**src/ipf_pkg.sv**
```systemverilog
package ipf_pkg;

  // Store geometry is fixed by the 16-bit pixel address.
  localparam int ADDR_W      = 16;
  localparam int STORE_DEPTH = 1 << ADDR_W;
  localparam int PIX_W       = 32;

  // Signed width of a source row or column before the border check.
  localparam int POS_W = 12;

  // Default limits for the top-level parameters.
  localparam int DEF_MAX_DIM      = 64;
  localparam int DEF_MAX_CHANNELS = 16;
  localparam int DEF_MAX_KERNEL   = 7;

  // Configuration register indexes.
  localparam int CFG_IDX_W  = 3;
  localparam int CFG_DATA_W = 7;
  localparam logic [CFG_IDX_W-1:0] CFG_IMAGE_WIDTH   = 3'd0;
  localparam logic [CFG_IDX_W-1:0] CFG_IMAGE_HEIGHT  = 3'd1;
  localparam logic [CFG_IDX_W-1:0] CFG_CHANNEL_COUNT = 3'd2;
  localparam logic [CFG_IDX_W-1:0] CFG_KERNEL_SIZE   = 3'd3;
  localparam logic [CFG_IDX_W-1:0] CFG_STRIDE        = 3'd4;
  localparam logic [CFG_IDX_W-1:0] CFG_PAD           = 3'd5;

  // Opcodes.
  localparam logic OP_WRITE = 1'b0;
  localparam logic OP_FETCH = 1'b1;

  typedef struct packed {
    logic              opcode;
    logic [ADDR_W-1:0] pixel_address;
    logic [PIX_W-1:0]  pixel_value;
    logic [3:0]        channel;
    logic [2:0]        kernel_row;
    logic [2:0]        kernel_col;
    logic [6:0]        out_row;
    logic [6:0]        out_col;
  } ipf_in_t;

  typedef struct packed {
    logic [PIX_W-1:0] value;
    logic             is_padding;
    logic             bad_request;
  } ipf_out_t;

  typedef enum logic [2:0] {
    ST_IDLE,
    ST_CALC,
    ST_ADDR,
    ST_READ,
    ST_RESP
  } ipf_state_t;

  typedef struct packed {
    logic load;
    logic calc;
    logic addr;
    logic read;
    logic respond;
  } ipf_cmd_t;

  typedef struct packed {
    logic is_write;
  } ipf_sts_t;

endpackage

```
**src/ipf_ctrl.sv**
```systemverilog
module ipf_ctrl import ipf_pkg::*; (
  input  logic     clk,
  input  logic     rst_n,
  input  logic     start,
  input  ipf_sts_t sts,
  output logic     busy,
  output ipf_cmd_t cmd
);

  ipf_state_t state_r, state_nxt;

  always_ff @(posedge clk) begin
    if (!rst_n) begin
      state_r <= ST_IDLE;
    end else begin
      state_r <= state_nxt;
    end
  end

  always_comb begin
    state_nxt = state_r;
    case (state_r)
      ST_IDLE: if (start) state_nxt = ST_CALC;
      ST_CALC: state_nxt = sts.is_write ? ST_RESP : ST_ADDR;
      ST_ADDR: state_nxt = ST_READ;
      ST_READ: state_nxt = ST_RESP;
      ST_RESP: state_nxt = ST_IDLE;
      default: state_nxt = ST_IDLE;
    endcase
  end

  always_comb begin
    cmd  = '0;
    busy = 1'b1;
    case (state_r)
      ST_IDLE: begin
        busy     = 1'b0;
        cmd.load = start;
      end
      ST_CALC: cmd.calc    = 1'b1;
      ST_ADDR: cmd.addr    = 1'b1;
      ST_READ: cmd.read    = 1'b1;
      ST_RESP: cmd.respond = 1'b1;
      default: busy = 1'b0;
    endcase
  end

endmodule

```
**config.mk**
```make
export PLATFORM = sky130hd
export DESIGN_NAME = ipf_ctrl
export DESIGN_NICKNAME = d
export VERILOG_FILES = /design/src/ipf_pkg.sv /design/src/ipf_ctrl.sv
export SDC_FILE = /design/constraint.sdc
export NUM_CORES = 1
export LEC_CHECK = 0
export BUFFER_PORTS_ARGS = -buffer_cell sky130_fd_sc_hd__buf_2
export CELL_PAD_IN_SITES_DETAIL_PLACEMENT = 1
export CELL_PAD_IN_SITES_GLOBAL_PLACEMENT = 2
export CORE_AREA = 2 2 39 41
export DETAILED_ROUTE_END_ITERATION = 10
export DIE_AREA = 0 0 41 43
export PLACE_DENSITY = 0.5
export SYNTH_ARGS = -nofsm -noshare
export SYNTH_HDL_FRONTEND = slang
export SYNTH_SLANG_ARGS = --single-unit
```
**constraint.sdc**
```tcl
create_clock -name clk -period 1.5 [get_ports clk]
set_input_delay 0.3 -clock clk [delete_from_list [all_inputs] [get_ports clk]]
set_output_delay 0.3 -clock clk [all_outputs]
set_load 0.01 [all_outputs]
```
# Word-level counts from Yosys, hierarchy flattened
# Index checks and enable logic that the tools add are counted.
# Widths: inputs -> output; s select.
[word_totals] elab_cells=17 reg_bits=3 memories=0 latch_bits=0 out_inout_bits=6 mem_bits_ro=0 ram_bits=0
[op_classes] n_shift=0 n_mul=0 eq_ne=5 n_reduce_logical=2 n_div=0 add_sub_neg=0 mux=9 n_lt_le_gt_ge=0 bitwise_logic=0
[ops] operator="$pmux 3 s4" count=1
[ops] operator="$eq 3x2->1 const B" count=2
[ops] operator="$mux 1" count=6
[ops] operator="$mux 3" count=2
[ops] operator="$reduce_or 4->1" count=1
[ops] operator="$eq 3x1->1 const B" count=1
[ops] operator="$eq 3x3->1 const B" count=1
[ops] operator="$logic_not 3->1" count=1
[ops] operator="$ne 2x2->1 const B" count=1

# Logic depth before layout (Yosys ltp)
[logic_depth] depth_word=3 mapped_depth=2 mapped_depth_nobuf=2

# Worst setup path before layout
# OpenSTA, ideal clock, no wires.
[synth_timing] path_type="flip-flop to output port" startpoint="reg state_r[0]" endpoint="out cmd[4] (netlist name)" t_required_ps=1200 t_arrival_ps=823 stages_incl_launch_ff=2 slack_ps=377 path_cell_list="dfxtp_1 -> nor4b_1"
[synth_rtl] element="from (decl)" line="ipf_ctrl.sv:10" text="ipf_state_t state_r, state_nxt;"
[synth_rtl] element="from (signal assigned)" line="ipf_ctrl.sv:16" text="state_r <= state_nxt;"
[synth_rtl] element="to (decl)" line="ipf_ctrl.sv:7" text="output ipf_cmd_t cmd"

==> results.cfg <==
[setup_path]
critPathKind = register to output port
startpoint = state_r[0]$_SDFFE_PN0P_
timing.reg2reg.setup_slack_ps = 560
worstPathArrival_ps = 1110
timing.rr.start = state_r[0]$_SDFFE_PN0P_
critPathMaxFanout = 7
ff2ff_path_depth = 2
worst_r2r_endpoint = state_r[1]$_SDFFE_PN0P_
worstSetupEndpointType = output port
worstPathRequired_ps = 1200
crit_path_start_kind = register
worst_setup_path_endpoint = cmd[3]

[floorplan]
fp.coreArea_um2 = 1380
chipHeight_um = 43
initial_utilization_pct = 11.6
dieArea_um2 = 1760
rows = 14
chipWidth_um = 41
ioPinCount = 10

[clock_tree]
cts_root_buf = clkbuf_4
numCtsBuffers = 3
cts_tree = yes
clkTransAtPathRegs_ps = 40
tritoncts_num_sinks = 3
htree_num_levels = 1
post_cts_buffers = 0
cts_buffer_depth = 2
insertion_delay_ps = 240

[timing]
tns_ps = 0
fin_worst_skew_ps = 0.708
timing_worst_slew_pin_value_ps = 185
timing_max_transition_violations_final = 0
min_tclk_post_route_ps = 1410
final-hold-violation-count = 0
setup_viol = 0
maxClockFrequency_mhz = 710
timing.final.crit_share_pct = 93.9
final.hold.worst_slack_ps = 320
slew_headroom_pct = 87.6
grt_setup_unrepaired = false

[final_layout]
finalInstanceArea_um2 = 262
largest_register_ffs = 3
area_growth_pct = 63.3
biggest_registers_after_layout = state_r x3
drive_above_1_share_pct = 51.5
final_nets = 38
largest_register = state_r
finalNonFillerCells = 49
antenna-diode-count = 0

[detailed_routing]
drt_pre_antenna_iters = 2
via_count = 177
vias_per_cell = 3.61
drt.antenna.violating_nets = 0
postRouteWirelength_um = 461
routed_wire_length_per_instance_um = 9.41
drt_iter0_markers = 3
route.detailed.drc = 0

[pwr]
switching_share_pct = 27.0
cell_internal_pwr_mw = 0.209
comb_power_share_pct = 15.8
share_seq_of_total_power_pct = 33.0
switching_pwr_mw = 0.0772
power.static_leakage_nw = 0.117
pwr-share-clk_pct = 51.2
worst_ir_drop_vdd_mv = 0.234
pwr_density_cell_nw_per_um2 = 1090

[placement]
postPlaceCellArea_um2 = 225
routabilityCongestion = 0.591
dp.final_hpwl_um = 345
buffer_ports.inserted = 9
post-place-cells = 45

[global_routing]
antenna_found_initial = 0
pin_count_of_the_biggest_net_entering_global_routing = 9
number_of_global_route_vias_before_repair = 173
gr-usage-all-layers_pct = 6.62
grt_first_pass_wirelength_um = 752
grt_overflow_total = 0

[logic_synthesis]
ys_warn_count = 0
synth_nets = 24
ys_seq_elements = 3
synth_sequential_area_ratio_pct = 37.5
yosys.cell_types.count = 12
synthesis.instances = 20
synth_area_um2 = 160
postSynthAreaPerCell_um2 = 8.01

[flow_run]
cap_viol_max_count = 0

[worst_hold_path]
hold_path.class = primary input to register

[outcome]
status = completed
==> per-stage QoR <==
step	total power, mW	util (%)	worst slack [ps]
final	0.286	18.9	91.0
after global routing	0.306	18.9	8.53
after CTS	0.289	18.2	17.1
after detailed placement	0.139	16.3	278
after global placement	0.138	16.3	273
after floorplan	0.119	-	377
==> metal layers <==
metal / track usage (%) / vias up / share of wire [%]
met4: 6.00 / 0 / 3.0
met2: 7.50 / 10 / 38
li1: - / 94 / -
met5: 0 / - / 0
met1: 8.65 / 71 / 49
met3: 3.14 / 2 / 10
==> cells by family (layout without fill, tap and decap cells) <==
group	count (synthesis)	after routing	share of synthesized area (%)
AO/OA/AOI/OAI	3	3	11.7
buffers and inverters	1	14	2.34
AND/OR/NAND/NOR	12	12	43.0
flip-flops	3	3	37.5
XOR/XNOR	1	1	5.47
==> critical path, cell delays in order (launching register included) <==
cell and delay (ps):
dfxtp_2 380, or2b_1 270, nor2_1 90, buf_2 130
==> Yosys cell counts <==
library cell / count / share of area (%)
o21ai_0: 2 / 6.3
and2_1: 1 / 3.9
nand2b_1: 2 / 7.8
nor3_1: 2 / 6.3
or3b_1: 1 / 5.5
a21oi_2: 1 / 5.5
nor4b_1: 1 / 5.5
inv_1: 1 / 2.3
or2b_1: 1 / 4.7
xnor2_1: 1 / 5.5
dfxtp_1: 3 / 38
nor2_1: 4 / 9.4
==> power by group through the flow <==
stage | combinational, mW | sequential, mW | clock (mW)
finish | 0.0451 | 0.0945 | 0.147
detailed placement | 0.0446 | 0.0944 | 0
floorplan | 0.0270 | 0.0915 | 0
CTS | 0.0448 | 0.0932 | 0.151
global placement | 0.0435 | 0.0945 | 0
global route | 0.0513 | 0.0959 | 0.159
==> placed cells by master (no fill, tap or decap) <==
cell type,count
buf_2,9
nand2b_1,2
nor3_1,2
a21oi_2,1
nor2_1,4
inv_1,1
dfxtp_2,3
or3b_1,1
o21ai_0,2
nor4b_2,1
or2b_1,1
clkbuf_4,3
and2_1,1
clkbuf_1,1
xnor2_1,1
==> timing repair <==
action / CTS / global route
setup endpoints to repair: 0 / 4
hold buffers: 0 / 0
resized for setup: 0 / 4
==> cell type report <==
type	count	area, um^2
fill	167	1120
timing repair buffer	9	45.0
inverter	1	3.75
clock buffer	4	26.3
multi-input combinational	16	103
tap	16	20.0
sequential	3	63.8
==> how the worst min path moves through the flow <==
stage / startpoint / end / slack [ps] / cells past startpoint
after floorplan: rst_n / state_r[2]$_SDFFE_PN0P_ / 440 / 2
after global placement: state_r[0]$_SDFFE_PN0P_ / state_r[0]$_SDFFE_PN0P_ / 570 / 1
after detailed placement: state_r[0]$_SDFFE_PN0P_ / state_r[0]$_SDFFE_PN0P_ / 550 / 1
after CTS: rst_n / state_r[2]$_SDFFE_PN0P_ / 330 / 3
after global routing: rst_n / state_r[2]$_SDFFE_PN0P_ / 330 / 3
final: rst_n / state_r[2]$_SDFFE_PN0P_ / 320 / 3
Note: power is estimated with default switching activity, not from simulation.
